### src/hdl/sha256_pkg.sv
// ----------------------------------------------------------------------------
// sha256_pkg
// Shared types and constants of the SHA-256 block hasher: sizes, round
// constants, initial hash values, controller states and the command bundle.
// ----------------------------------------------------------------------------
package sha256_pkg;

  localparam int WORD_W      = 32;
  localparam int BLOCK_WORDS = 16;
  localparam int NUM_ROUNDS  = 64;
  localparam int HASH_WORDS  = 8;
  localparam int POS_W       = $clog2(BLOCK_WORDS);
  localparam int ROUND_W     = $clog2(NUM_ROUNDS);
  localparam int IDX_W       = $clog2(HASH_WORDS);

  localparam logic [POS_W-1:0]   LAST_POS   = POS_W'(BLOCK_WORDS - 1);
  localparam logic [ROUND_W-1:0] LAST_ROUND = ROUND_W'(NUM_ROUNDS - 1);
  localparam logic [IDX_W-1:0]   LAST_IDX   = IDX_W'(HASH_WORDS - 1);

  // Round constants
  localparam logic [WORD_W-1:0] ROUND_K [NUM_ROUNDS] = '{
    32'h428a2f98, 32'h71374491, 32'hb5c0fbcf, 32'he9b5dba5,
    32'h3956c25b, 32'h59f111f1, 32'h923f82a4, 32'hab1c5ed5,
    32'hd807aa98, 32'h12835b01, 32'h243185be, 32'h550c7dc3,
    32'h72be5d74, 32'h80deb1fe, 32'h9bdc06a7, 32'hc19bf174,
    32'he49b69c1, 32'hefbe4786, 32'h0fc19dc6, 32'h240ca1cc,
    32'h2de92c6f, 32'h4a7484aa, 32'h5cb0a9dc, 32'h76f988da,
    32'h983e5152, 32'ha831c66d, 32'hb00327c8, 32'hbf597fc7,
    32'hc6e00bf3, 32'hd5a79147, 32'h06ca6351, 32'h14292967,
    32'h27b70a85, 32'h2e1b2138, 32'h4d2c6dfc, 32'h53380d13,
    32'h650a7354, 32'h766a0abb, 32'h81c2c92e, 32'h92722c85,
    32'ha2bfe8a1, 32'ha81a664b, 32'hc24b8b70, 32'hc76c51a3,
    32'hd192e819, 32'hd6990624, 32'hf40e3585, 32'h106aa070,
    32'h19a4c116, 32'h1e376c08, 32'h2748774c, 32'h34b0bcb5,
    32'h391c0cb3, 32'h4ed8aa4a, 32'h5b9cca4f, 32'h682e6ff3,
    32'h748f82ee, 32'h78a5636f, 32'h84c87814, 32'h8cc70208,
    32'h90befffa, 32'ha4506ceb, 32'hbef9a3f7, 32'hc67178f2
  };

  // Initial chaining value
  localparam logic [WORD_W-1:0] INIT_HASH [HASH_WORDS] = '{
    32'h6a09e667, 32'hbb67ae85, 32'h3c6ef372, 32'ha54ff53a,
    32'h510e527f, 32'h9b05688c, 32'h1f83d9ab, 32'h5be0cd19
  };

  typedef enum logic [1:0] {
    ST_LOAD,
    ST_ROUND,
    ST_UPDATE
  } state_e;

  // Controller to datapath commands
  typedef struct packed {
    logic               load_word;   // shift a message word into the window
    logic               start;       // load working vars from chaining hash
    logic               round_en;    // run one compression round
    logic [ROUND_W-1:0] round_idx;   // current round number
    logic               update;      // add working vars into chaining hash
    logic               finish;      // capture digest, restart chaining hash
    logic               emit_shift;  // digest word taken, advance buffer
  } cmd_t;

endpackage

### src/hdl/sha256_dp.sv
// ----------------------------------------------------------------------------
// sha256_dp
// Datapath of the hasher: schedule window shift register, round unit over
// the a..h working registers, chaining hash and digest output buffer.
// ----------------------------------------------------------------------------
module sha256_dp import sha256_pkg::*; (
  input  logic              clk_i,
  input  logic              rst_ni,
  input  cmd_t              cmd_i,
  input  logic [WORD_W-1:0] message_word_i,
  output logic [WORD_W-1:0] digest_word_o
);

  function automatic logic [WORD_W-1:0] rotr(input logic [WORD_W-1:0] x,
                                             input int unsigned n);
    rotr = (x >> n) | (x << (WORD_W - n));
  endfunction

  logic [WORD_W-1:0] win_q   [BLOCK_WORDS];
  logic [WORD_W-1:0] var_q   [HASH_WORDS];
  logic [WORD_W-1:0] chain_q [HASH_WORDS];
  logic [WORD_W-1:0] dig_q   [HASH_WORDS];

  logic [WORD_W-1:0] sched_w, shift_in, mix0_w, mix1_w;
  logic [WORD_W-1:0] sum0_w, sum1_w, ch_w, maj_w, t1_w, t2_w;
  logic [WORD_W-1:0] new_chain [HASH_WORDS];

  // Message schedule: next word from the sliding window
  assign mix0_w   = rotr(win_q[1], 7) ^ rotr(win_q[1], 18) ^ (win_q[1] >> 3);
  assign mix1_w   = rotr(win_q[14], 17) ^ rotr(win_q[14], 19) ^ (win_q[14] >> 10);
  assign sched_w  = mix1_w + win_q[9] + mix0_w + win_q[0];
  assign shift_in = cmd_i.load_word ? message_word_i : sched_w;

  // Round function; win_q[0] is the round's schedule word
  assign sum1_w = rotr(var_q[4], 6) ^ rotr(var_q[4], 11) ^ rotr(var_q[4], 25);
  assign sum0_w = rotr(var_q[0], 2) ^ rotr(var_q[0], 13) ^ rotr(var_q[0], 22);
  assign ch_w   = (var_q[4] & var_q[5]) ^ (~var_q[4] & var_q[6]);
  assign maj_w  = (var_q[0] & var_q[1]) ^ (var_q[0] & var_q[2]) ^ (var_q[1] & var_q[2]);
  assign t1_w   = var_q[7] + sum1_w + ch_w + ROUND_K[cmd_i.round_idx] + win_q[0];
  assign t2_w   = sum0_w + maj_w;

  always_comb begin
    for (int i = 0; i < HASH_WORDS; i++) begin
      new_chain[i] = chain_q[i] + var_q[i];
    end
  end

  // Window, working registers and digest buffer
  always_ff @(posedge clk_i) begin
    if (cmd_i.load_word || cmd_i.round_en) begin
      for (int i = 0; i < BLOCK_WORDS - 1; i++) begin
        win_q[i] <= win_q[i+1];
      end
      win_q[BLOCK_WORDS-1] <= shift_in;
    end
    if (cmd_i.start) begin
      for (int i = 0; i < HASH_WORDS; i++) begin
        var_q[i] <= chain_q[i];
      end
    end else if (cmd_i.round_en) begin
      var_q[7] <= var_q[6];
      var_q[6] <= var_q[5];
      var_q[5] <= var_q[4];
      var_q[4] <= var_q[3] + t1_w;
      var_q[3] <= var_q[2];
      var_q[2] <= var_q[1];
      var_q[1] <= var_q[0];
      var_q[0] <= t1_w + t2_w;
    end
    if (cmd_i.finish) begin
      for (int i = 0; i < HASH_WORDS; i++) begin
        dig_q[i] <= new_chain[i];
      end
    end else if (cmd_i.emit_shift) begin
      for (int i = 0; i < HASH_WORDS - 1; i++) begin
        dig_q[i] <= dig_q[i+1];
      end
      dig_q[HASH_WORDS-1] <= dig_q[HASH_WORDS-1];
    end
  end

  // Chaining hash: accumulate, or restart after the final block
  always_ff @(posedge clk_i or negedge rst_ni) begin
    if (!rst_ni) begin
      for (int i = 0; i < HASH_WORDS; i++) begin
        chain_q[i] <= INIT_HASH[i];
      end
    end else if (cmd_i.update) begin
      for (int i = 0; i < HASH_WORDS; i++) begin
        chain_q[i] <= cmd_i.finish ? INIT_HASH[i] : new_chain[i];
      end
    end
  end

  assign digest_word_o = dig_q[0];

endmodule

### config.mk
export PLATFORM = sky130hd
export DESIGN_NAME = sha256_dp
export DESIGN_NICKNAME = d
export VERILOG_FILES = /design/src/hdl/sha256_pkg.sv /design/src/hdl/sha256_dp.sv
export SDC_FILE = /design/constraint.sdc
export NUM_CORES = 2
export LEC_CHECK = 0
export BUFFER_PORTS_ARGS = -buffer_cell sky130_fd_sc_hd__buf_2
export CORE_ASPECT_RATIO = 1.5
export CORE_MARGIN = 4
export CORE_UTILIZATION = 60
export CTS_BUF_LIST = sky130_fd_sc_hd__clkbuf_2
export DETAILED_ROUTE_END_ITERATION = 7
export PLACE_DENSITY = 0.76
export SYNTH_ARGS = -nofsm -noshare
export SYNTH_HDL_FRONTEND = slang
export SYNTH_SLANG_ARGS = --single-unit
### constraint.sdc
create_clock -name clk_i -period 7.1 [get_ports clk_i]
set_input_delay 1.065 -clock clk_i [delete_from_list [all_inputs] [get_ports clk_i]]
set_output_delay 1.065 -clock clk_i [all_outputs]
set_load 0.02 [all_outputs]
==> results.ini <==
[detailed_routing]
wl_per_cell_um = 26.3
drtIter0Drc = 4162
drcViolationCount = 0
drtPass1Iterations = 8
postRouteAntennaNets = 0
viasPerCell = 6.18
vias = 55400
wl_um = 236000

[placed_design]
place.gp.congestion = 1.03
dp.cells = 8280
portBuffers = 77
dp.final_hpwl_um = 170000

[finish]
layout.nets = 7770
fillers = 8887
drive_gt1_share_pct = 25.1
area_growth_pct = 15.3
multi_input_area_um2 = 35600
fin_cells = 8979
register_area_um2 = 37300

[floorplanning]
io_pins = 78
rows = 157
core-area_um2 = 122000
die-area_um2 = 129000
die_h_um = 438
start_util_pct = 60.5
die_w_um = 295

[synth]
yosys-top-cells-area = edfxtp_1 42%, ha_1 6.5%, fa_1 5.3%, xnor2_1 5.0%, dfstp_2 4.8%
ys_async_sr_fraction_pct = 20.0
ys_seq_elements = 1280
synth_edf_count = 1024
ys_warn_count = 0
syn_area_per_cell_um2 = 11.7
ys_types = 99
yosys.area.top_type = edfxtp_1
synth_top_area_share_pct = 41.6
synth_common_cells = 1024 x edfxtp_1, 554 x nand2_1, 423 x xnor2_1
synthCells = 6331
ys.flop_type = edfxtp_1
synth_nets = 6958
yosysMostFrequentCell = edfxtp_1
yosysSeqAreaShare_pct = 50.5
syn_area_um2 = 74000

[sta]
finalSetupViolations = 10
slew_viol_final = 0
rsz0062_at_grt = yes
relSlewSlack_pct = 17.8
worstMarginPinSlew_ns = 1.23
setup_ws_ns = -0.232
period_share_pct = 103
fmax_ghz = 0.136
min_period_ns = 7.33
hold_viol = 0
finalClockSkew_ns = 0.195

[clock_tree]
numCtsBuffers = 317
cts_tree = yes
cts.path.max_buffers = 4
clkLatencyLatePin_ns = 1.78
clkSlewWorstSetupHoldPaths_ns = 0.11
cts.sinks = 1280
clock-root-buffer = clkbuf_2
htree_levels = 5

[critical_path]
arrival_ns = 8.83
cp_max_fo = 3
reg2reg_depth = 31
rr_startpoint = var_q[1][26]
crit_path_top_delay_cell = fa_1
endpoint_kind = register
reg2reg_slack_ns = -0.23
worstSetupStartpointType = register
timing.rr.end = var_q[1][31]
critical_path_class = register to register
worst_path_largest_cell_delay_ns = 0.54
cp_data_required_time_ns = 8.59

[hold_path]
hold_end = win_q[1][243]
hold_start = cmd_i[11]
hp-class = input pin to register
min_path_cells = 3

[global_route]
globalRouteOverflowTotal = 0
grt_pass1_vias = 57300
antenna_found_initial = 4
grt_pass1_wl_um = 348000
track_usage_pct = 36.5
grt_max_degree = 210

[run]
drv_cap = 0

[run_status]
run_status = complete, but fails checks
violations = setup timing

logic make-up after synthesis:
group	Yosys count	share of synthesized area, %
buf+inv	583	3.12
fa+ha+maj	602	12.1
xor+xnor	593	7.05
mux	286	4.43
compound gates	1663	14.8
simple gates	1324	7.99
flops	1280	50.5
metrics by stage:
stage               setup TNS [ns]  setup slack, ns  hold slack, ns  util, %  area [um^2]
floorplan                   -18.24            -1.03           0.400        -        74400
global placement            -66.30            -1.91           0.400     65.6        80200
CTS                         -0.551           -0.119         0.00614     69.1        84500
finish                       -1.02           -0.232           0.215     69.8        85300
detailed placement          -70.43            -2.01           0.405     65.6        80200
global route                 -3.84           -0.352           0.110     69.8        85300
registers in the layout, indices dropped and copies added (netlist names):
| name | cells |
|---|---|
| chain_q | 256 |
| win_q | 512 |
| var_q | 256 |
| dig_q | 256 |
worst max path at each step:
stage                      start      endpoint
floorplan               cmd_i[3]  var_q[0][29]
global placement        cmd_i[3]  var_q[0][29]
detailed placement      cmd_i[3]  var_q[0][29]
CTS                 var_q[1][27]  var_q[0][30]
global route        var_q[1][26]  var_q[1][31]
finish              var_q[1][26]  var_q[1][31]
layout by cell type (no fill, tap or decap), types with 261 or more instances in the layout:
cell type  Yosys  routed
nor2_1       339     332
edfxtp_1    1024    1024
ha_1         386     366
nand2_1      554     543
a21oi_1      405     373
clkbuf_2       0     465
mux2_2       261     261
o21ai_0      404     367
buf_4         32     590
xnor2_1      423     396
area by class of cell:
type / instances / area share [%]
tap: 1590 / 2.33
inverter: 267 / 1.20
timing repair buffer: 809 / 7.60
multi-input combinational: 4468 / 41.8
antenna: 8 / 0.0235
clock inverter: 92 / 0.588
clock buffer: 465 / 2.73
sequential: 1280 / 43.8
critical path, delay by kind of cell (launching register included):
family | cells | cell delay, ns
buffers and inverters | 5 | 0.54
flip-flops | 1 | 0.43
adder cells (fa/ha/maj) | 6 | 2.35
AO/OA/AOI/OAI | 14 | 2.78
XOR/XNOR | 4 | 0.63
AND/OR/NAND/NOR | 2 | 0.36
timing repair:
action	in CTS	in global routing
pin swaps	44	77
hold buffers	113	0
hold endpoints to repair	328	0
gates resized for setup	54	116
endpoints found under the setup margin	30	31
setup buffers	5	19
routing by layer:
layer	track usage [%]	wire, um	part of all wire (%)	up-vias
li1	-	-	-	24900
met1	39.0	79600	34	27000
met2	62.5	116000	49	2596
met3	5.91	14800	6.3	885
met4	31.8	25700	11	2
met5	0	7	0.0030	-
Power is not shown: default switching activity piles up to over one toggle a cycle in this logic, so the estimate is an artifact.
