**config.mk**
```make
export PLATFORM = sky130hd
export DESIGN_NAME = sha256_ctrl
export DESIGN_NICKNAME = d
export VERILOG_FILES = /design/src/hdl/sha256_pkg.sv /design/src/hdl/sha256_ctrl.sv
export SDC_FILE = /design/constraint.sdc
export NUM_CORES = 1
export LEC_CHECK = 0
export BUFFER_PORTS_ARGS = -buffer_cell sky130_fd_sc_hd__buf_2
export CAP_MARGIN = 20
export CORE_MARGIN = 10
export CORE_UTILIZATION = 35
export DETAILED_ROUTE_END_ITERATION = 7
export HOLD_SLACK_MARGIN = 0.03
export PLACE_DENSITY = 0.61
export REMOVE_ABC_BUFFERS = 1
export SYNTH_ARGS = -nofsm -noshare
export SYNTH_HDL_FRONTEND = slang
export SYNTH_SLANG_ARGS = --single-unit
```
**constraint.sdc**
```tcl
create_clock -name clk_i -period 1.8 [get_ports clk_i]
set_clock_uncertainty 0.05 [all_clocks]
set_input_delay 0.09 -clock clk_i [delete_from_list [all_inputs] [get_ports clk_i]]
set_output_delay 0.09 -clock clk_i [all_outputs]
set_load 0.05 [all_outputs]
```
**src/hdl/sha256_pkg.sv**
```systemverilog
// ----------------------------------------------------------------------------
// sha256_pkg
// Shared types and constants of the SHA-256 block hasher: sizes, round
// constants, initial hash values, controller states and the command bundle.
// ----------------------------------------------------------------------------
package sha256_pkg;

  localparam int WORD_W      = 32;
  localparam int BLOCK_WORDS = 16;
  localparam int NUM_ROUNDS  = 64;
  localparam int HASH_WORDS  = 8;
  localparam int POS_W       = $clog2(BLOCK_WORDS);
  localparam int ROUND_W     = $clog2(NUM_ROUNDS);
  localparam int IDX_W       = $clog2(HASH_WORDS);

  localparam logic [POS_W-1:0]   LAST_POS   = POS_W'(BLOCK_WORDS - 1);
  localparam logic [ROUND_W-1:0] LAST_ROUND = ROUND_W'(NUM_ROUNDS - 1);
  localparam logic [IDX_W-1:0]   LAST_IDX   = IDX_W'(HASH_WORDS - 1);

  // Round constants
  localparam logic [WORD_W-1:0] ROUND_K [NUM_ROUNDS] = '{
    32'h428a2f98, 32'h71374491, 32'hb5c0fbcf, 32'he9b5dba5,
    32'h3956c25b, 32'h59f111f1, 32'h923f82a4, 32'hab1c5ed5,
    32'hd807aa98, 32'h12835b01, 32'h243185be, 32'h550c7dc3,
    32'h72be5d74, 32'h80deb1fe, 32'h9bdc06a7, 32'hc19bf174,
    32'he49b69c1, 32'hefbe4786, 32'h0fc19dc6, 32'h240ca1cc,
    32'h2de92c6f, 32'h4a7484aa, 32'h5cb0a9dc, 32'h76f988da,
    32'h983e5152, 32'ha831c66d, 32'hb00327c8, 32'hbf597fc7,
    32'hc6e00bf3, 32'hd5a79147, 32'h06ca6351, 32'h14292967,
    32'h27b70a85, 32'h2e1b2138, 32'h4d2c6dfc, 32'h53380d13,
    32'h650a7354, 32'h766a0abb, 32'h81c2c92e, 32'h92722c85,
    32'ha2bfe8a1, 32'ha81a664b, 32'hc24b8b70, 32'hc76c51a3,
    32'hd192e819, 32'hd6990624, 32'hf40e3585, 32'h106aa070,
    32'h19a4c116, 32'h1e376c08, 32'h2748774c, 32'h34b0bcb5,
    32'h391c0cb3, 32'h4ed8aa4a, 32'h5b9cca4f, 32'h682e6ff3,
    32'h748f82ee, 32'h78a5636f, 32'h84c87814, 32'h8cc70208,
    32'h90befffa, 32'ha4506ceb, 32'hbef9a3f7, 32'hc67178f2
  };

  // Initial chaining value
  localparam logic [WORD_W-1:0] INIT_HASH [HASH_WORDS] = '{
    32'h6a09e667, 32'hbb67ae85, 32'h3c6ef372, 32'ha54ff53a,
    32'h510e527f, 32'h9b05688c, 32'h1f83d9ab, 32'h5be0cd19
  };

  typedef enum logic [1:0] {
    ST_LOAD,
    ST_ROUND,
    ST_UPDATE
  } state_e;

  // Controller to datapath commands
  typedef struct packed {
    logic               load_word;   // shift a message word into the window
    logic               start;       // load working vars from chaining hash
    logic               round_en;    // run one compression round
    logic [ROUND_W-1:0] round_idx;   // current round number
    logic               update;      // add working vars into chaining hash
    logic               finish;      // capture digest, restart chaining hash
    logic               emit_shift;  // digest word taken, advance buffer
  } cmd_t;

endpackage

```
**src/hdl/sha256_ctrl.sv**
```systemverilog
// ----------------------------------------------------------------------------
// sha256_ctrl
// Sequencer of the hasher: counts words into a block, steps the 64 rounds,
// triggers the hash update and walks the digest out word by word.
// ----------------------------------------------------------------------------
module sha256_ctrl import sha256_pkg::*; (
  input  logic             clk_i,
  input  logic             rst_ni,
  input  logic             in_valid_i,
  input  logic             message_end_i,
  output logic             in_ready_o,
  input  logic             out_ready_i,
  output logic             out_valid_o,
  output logic [IDX_W-1:0] digest_index_o,
  output logic             digest_last_o,
  output cmd_t             cmd_o
);

  state_e             state_q, state_d;
  logic [POS_W-1:0]   word_pos_q;
  logic [ROUND_W-1:0] round_q;
  logic               end_q;
  logic               emit_busy_q;
  logic [IDX_W-1:0]   emit_idx_q;

  logic in_fire, out_fire, last_word;

  assign last_word = (word_pos_q == LAST_POS);
  // the closing word of a block waits until the digest buffer is free
  assign in_ready_o = (state_q == ST_LOAD) && !(last_word && emit_busy_q);
  assign in_fire   = in_valid_i && in_ready_o;
  assign out_fire  = emit_busy_q && out_ready_i;

  // Next state
  always_comb begin
    state_d = state_q;
    case (state_q)
      ST_LOAD: begin
        if (in_fire && last_word) state_d = ST_ROUND;
      end
      ST_ROUND: begin
        if (round_q == LAST_ROUND) state_d = ST_UPDATE;
      end
      ST_UPDATE: begin
        state_d = ST_LOAD;
      end
      default: begin
        state_d = ST_LOAD;
      end
    endcase
  end

  // Outputs and commands
  always_comb begin
    out_valid_o        = emit_busy_q;
    digest_index_o     = emit_idx_q;
    digest_last_o      = (emit_idx_q == LAST_IDX);
    cmd_o              = '0;
    cmd_o.load_word    = in_fire;
    cmd_o.start        = in_fire && last_word;
    cmd_o.round_en     = (state_q == ST_ROUND);
    cmd_o.round_idx    = round_q;
    cmd_o.update       = (state_q == ST_UPDATE);
    cmd_o.finish       = (state_q == ST_UPDATE) && end_q;
    cmd_o.emit_shift   = out_fire;
  end

  // State and counters
  always_ff @(posedge clk_i or negedge rst_ni) begin
    if (!rst_ni) begin
      state_q     <= ST_LOAD;
      word_pos_q  <= '0;
      round_q     <= '0;
      end_q       <= 1'b0;
      emit_busy_q <= 1'b0;
      emit_idx_q  <= '0;
    end else begin
      state_q <= state_d;
      if (in_fire) word_pos_q <= word_pos_q + POS_W'(1);
      if (in_fire && last_word) begin
        round_q <= '0;
        end_q   <= message_end_i;
      end else if (state_q == ST_ROUND) begin
        round_q <= round_q + ROUND_W'(1);
      end
      // digest walk
      if (cmd_o.finish) begin
        emit_busy_q <= 1'b1;
        emit_idx_q  <= '0;
      end else if (out_fire) begin
        emit_idx_q <= emit_idx_q + IDX_W'(1);
        if (emit_idx_q == LAST_IDX) emit_busy_q <= 1'b0;
      end
    end
  end

endmodule

```
==> results.json <==
{
  "status": "complete, no violations",
  "antenna_found_initial": 0,
  "p_switching_mw": 1.02,
  "yosysUniqueCellTypes": 31,
  "worst_r2r_startpoint": "word_pos_q[0]$_DFFE_PN0N_",
  "cts-root-buf": "clkbuf_4",
  "drtIter0Drc": 32,
  "wl_per_cell_microns": 14.1,
  "postSynthCellCount": 81,
  "fp-row-count": 17,
  "pwr-share-comb_pct": 54.2,
  "numCtsBuffers": 3,
  "die_area_sq_um": 4860,
  "hold-path-endpoint": "digest_index_o[1]$_DFFE_PN0P_",
  "worst_r2r_path_depth": 4,
  "yosysWarnings": 0,
  "hold_path.startpoint": "out_ready_i",
  "clkPwrFrac_pct": 10.2,
  "critPathRequiredTime_ns": 1.66,
  "rsz0062_at_grt": "false",
  "cts.sinks": 17,
  "nNetsFinal": 117,
  "synth-main-ff-cell": "dfrtp_1",
  "min_path_type": "input pin to register",
  "seq_area_frac_synth_pct": 49.2,
  "dp_slack_ns": 0.211,
  "maxCapViolCount": 0,
  "seqPwrFrac_pct": 35.5,
  "port-buffer-count": 22,
  "place_congestion": 0.809,
  "start_util_pct": 38.0,
  "grt_use_total_pct": 8.09,
  "fin_crit_sh_pct": 94.9,
  "swShare_pct": 50.5,
  "postRouteAntennaNets": 0,
  "min_path_cells": 3,
  "cp_data_arrival_time_ns": 1.57,
  "grt_pass1_wl_microns": 3250,
  "layout-drive-gt1-share_pct": 32.7,
  "diodes": 0,
  "worst_slack_ns": 0.0918,
  "dpl.hpwl_microns": 1430,
  "fin_area_sq_um": 1060,
  "die_x_microns": 69.7,
  "fin_crit_ns": 1.71,
  "slew-limit-headroom_pct": 73.8,
  "fmax_mhz": 585,
  "synth_edf_count": 0,
  "syn2layout_area_growth_pct": 22.7,
  "core-area_sq_um": 2280,
  "vias_per_cell": 4.93,
  "cts_max_level": 1,
  "end_kind": "output port",
  "crit_path_start_kind": "register",
  "n_fill_cell": 230,
  "synth.most_common_cell": "dfrtp_1",
  "p_int_mw": 0.995,
  "syn_area_sq_um": 865,
  "die_h_microns": 69.7,
  "rrSetupSlack_ns": 0.30,
  "r2r_end": "end_q$_DFFE_PN0N_",
  "syn_avg_cell_area_sq_um": 10.7,
  "post-route-util_pct": 46.6,
  "setup_viol": 0,
  "netlist.area_leader.share_pct": 49.2,
  "tritoncts": "done",
  "vias": 665,
  "p_leak_nw": 0.531,
  "maxSlewViolCount": 0,
  "grt_pass1_vias": 686,
  "hold_viol": 0,
  "cp_max_fo": 3,
  "synthArstFlopShare_pct": 100,
  "drt_first_pass_iters": 4,
  "power_density_nw_per_um2": 1900,
  "ir_drop_v": 0.00110,
  "ys_top_cells_by_count": "dfrtp_1, a21oi_1, nand2_1",
  "placed_cell_area_sq_um": 980,
  "worstMarginPinSlew_ns": 0.392,
  "clk_pin_slew_ns": 0.10,
  "boundaryPins": 23,
  "wl_microns": 1910,
  "synthTopCellsByArea": "dfrtp_1, ha_1, a21oi_1",
  "synth_top_area_cell": "dfrtp_1",
  "worstSetupPathType": "register to output port",
  "ys_seq_elements": 17,
  "grt_max_degree": 18,
  "remaining_drc_errors": 0,
  "cts_buffer_depth": 2,
  "worstSkewPairLatency_ns": 0.29,
  "grt_remaining_overflow": 0
}
critical path, stage by stage (launching register included):
cell	delay [ns]
dfrtp_1	0.41
ha_2	0.21
and4_1	0.22
nand2b_2	0.21
inv_1	0.07
buf_6	0.15
area by class of cell:
type                            instances  area [sq um]  area share (%)
Timing Repair Buffer                   27           164            15.4
Inverter                                3          11.3            1.06
Clock buffer                            4          26.3            2.48
Tap cell                               28          35.0            3.30
Sequential cell                        17           425            40.1
Multi-Input combinational cell         56           399            37.6
cell usage in the layout, fill, tap and decap left out, types with 2 or more instances in the layout:
master | Yosys | routed
ha_1 | 4 | 3
a21o_1 | 2 | 2
nand2_1 | 7 | 7
dfrtp_1 | 17 | 17
nand3_1 | 4 | 4
o21ai_0 | 3 | 3
or3_1 | 3 | 3
a21oi_1 | 8 | 8
inv_1 | 3 | 3
buf_4 | 3 | 5
nor2_1 | 4 | 4
xnor2_1 | 4 | 4
buf_2 | 0 | 19
clkbuf_4 | 0 | 3
dlygate4sd3_1 | 0 | 2
logic make-up (layout without fill, tap and decap cells):
group                    count (synthesis)  after routing  synth area share (%)
AO/OA/AOI/OAI                           13             13                  8.10
XOR/XNOR                                 5              5                  5.06
adder cells (fa/ha/maj)                  4              4                  5.79
buffers and inverters                    8             34                  5.64
flip-flops                              17             17                  49.2
multiplexers                             3              3                  4.20
AND/OR/NAND/NOR                         31             31                  22.0
layer usage:
metal	up-vias	part of all wire, %	global-route usage, %
met3	4	10	4.85
met4	0	1.4	3.26
met2	24	40	11.5
li1	327	-	-
met1	310	48	9.59
met5	-	0	0
sequential cells by signal (all words and copies together), names as in the netlist:
register and cells:
digest_index_o 3, state_q 2, word_pos_q 4, round_q 6
end_q 1, out_valid_o 1
stage by stage:
step           setup TNS [ns]  instances  total power [mW]  hold slack, ns
6_report                    0        135              2.01          0.0366
5_1_grt                     0        135              2.17          0.0401
4_1_cts                     0        133              1.99          0.0315
3_5_place_dp                0        127              1.77         -0.0130
3_3_place_gp                0        127              1.74         -0.0178
2_1_floorplan           -1.59         76              1.51          -0.256
worst max-delay path by stage:
| stage | startpoint | endpoint | cells past startpoint |
|---|---|---|---|
| global route | word_pos_q[0]$_DFFE_PN0N_ | cmd_o[11] | 5 |
| detailed placement | state_q[0]$_DFFE_PN0P_ | end_q$_DFFE_PN0N_ | 3 |
| CTS | word_pos_q[0]$_DFFE_PN0N_ | cmd_o[11] | 5 |
| global placement | state_q[0]$_DFFE_PN0P_ | end_q$_DFFE_PN0N_ | 3 |
| floorplan | state_q[1]$_DFFE_PN0P_ | digest_index_o[0]$_DFFE_PN0P_ | 3 |
| finish | word_pos_q[0]$_DFFE_PN0N_ | cmd_o[11] | 5 |
what timing repair did:
action | CTS | global route
resized for setup | 3 | 6
hold endpoints to repair | 18 | 0
buffers inserted | 0 | 2
hold buffers | 2 | 0
endpoints found under the setup margin | 2 | 3
pin swaps | 0 | 1
power by group through the flow:
stage	clock network, mW	registers (mW)	logic (mW)
2_1_floorplan	0	1.01	0.497
3_3_place_gp	0	0.710	1.03
3_5_place_dp	0	0.723	1.04
4_1_cts	0.216	0.717	1.06
5_1_grt	0.232	0.747	1.19
6_report	0.206	0.715	1.09
Note: power is estimated with default switching activity, not from simulation.
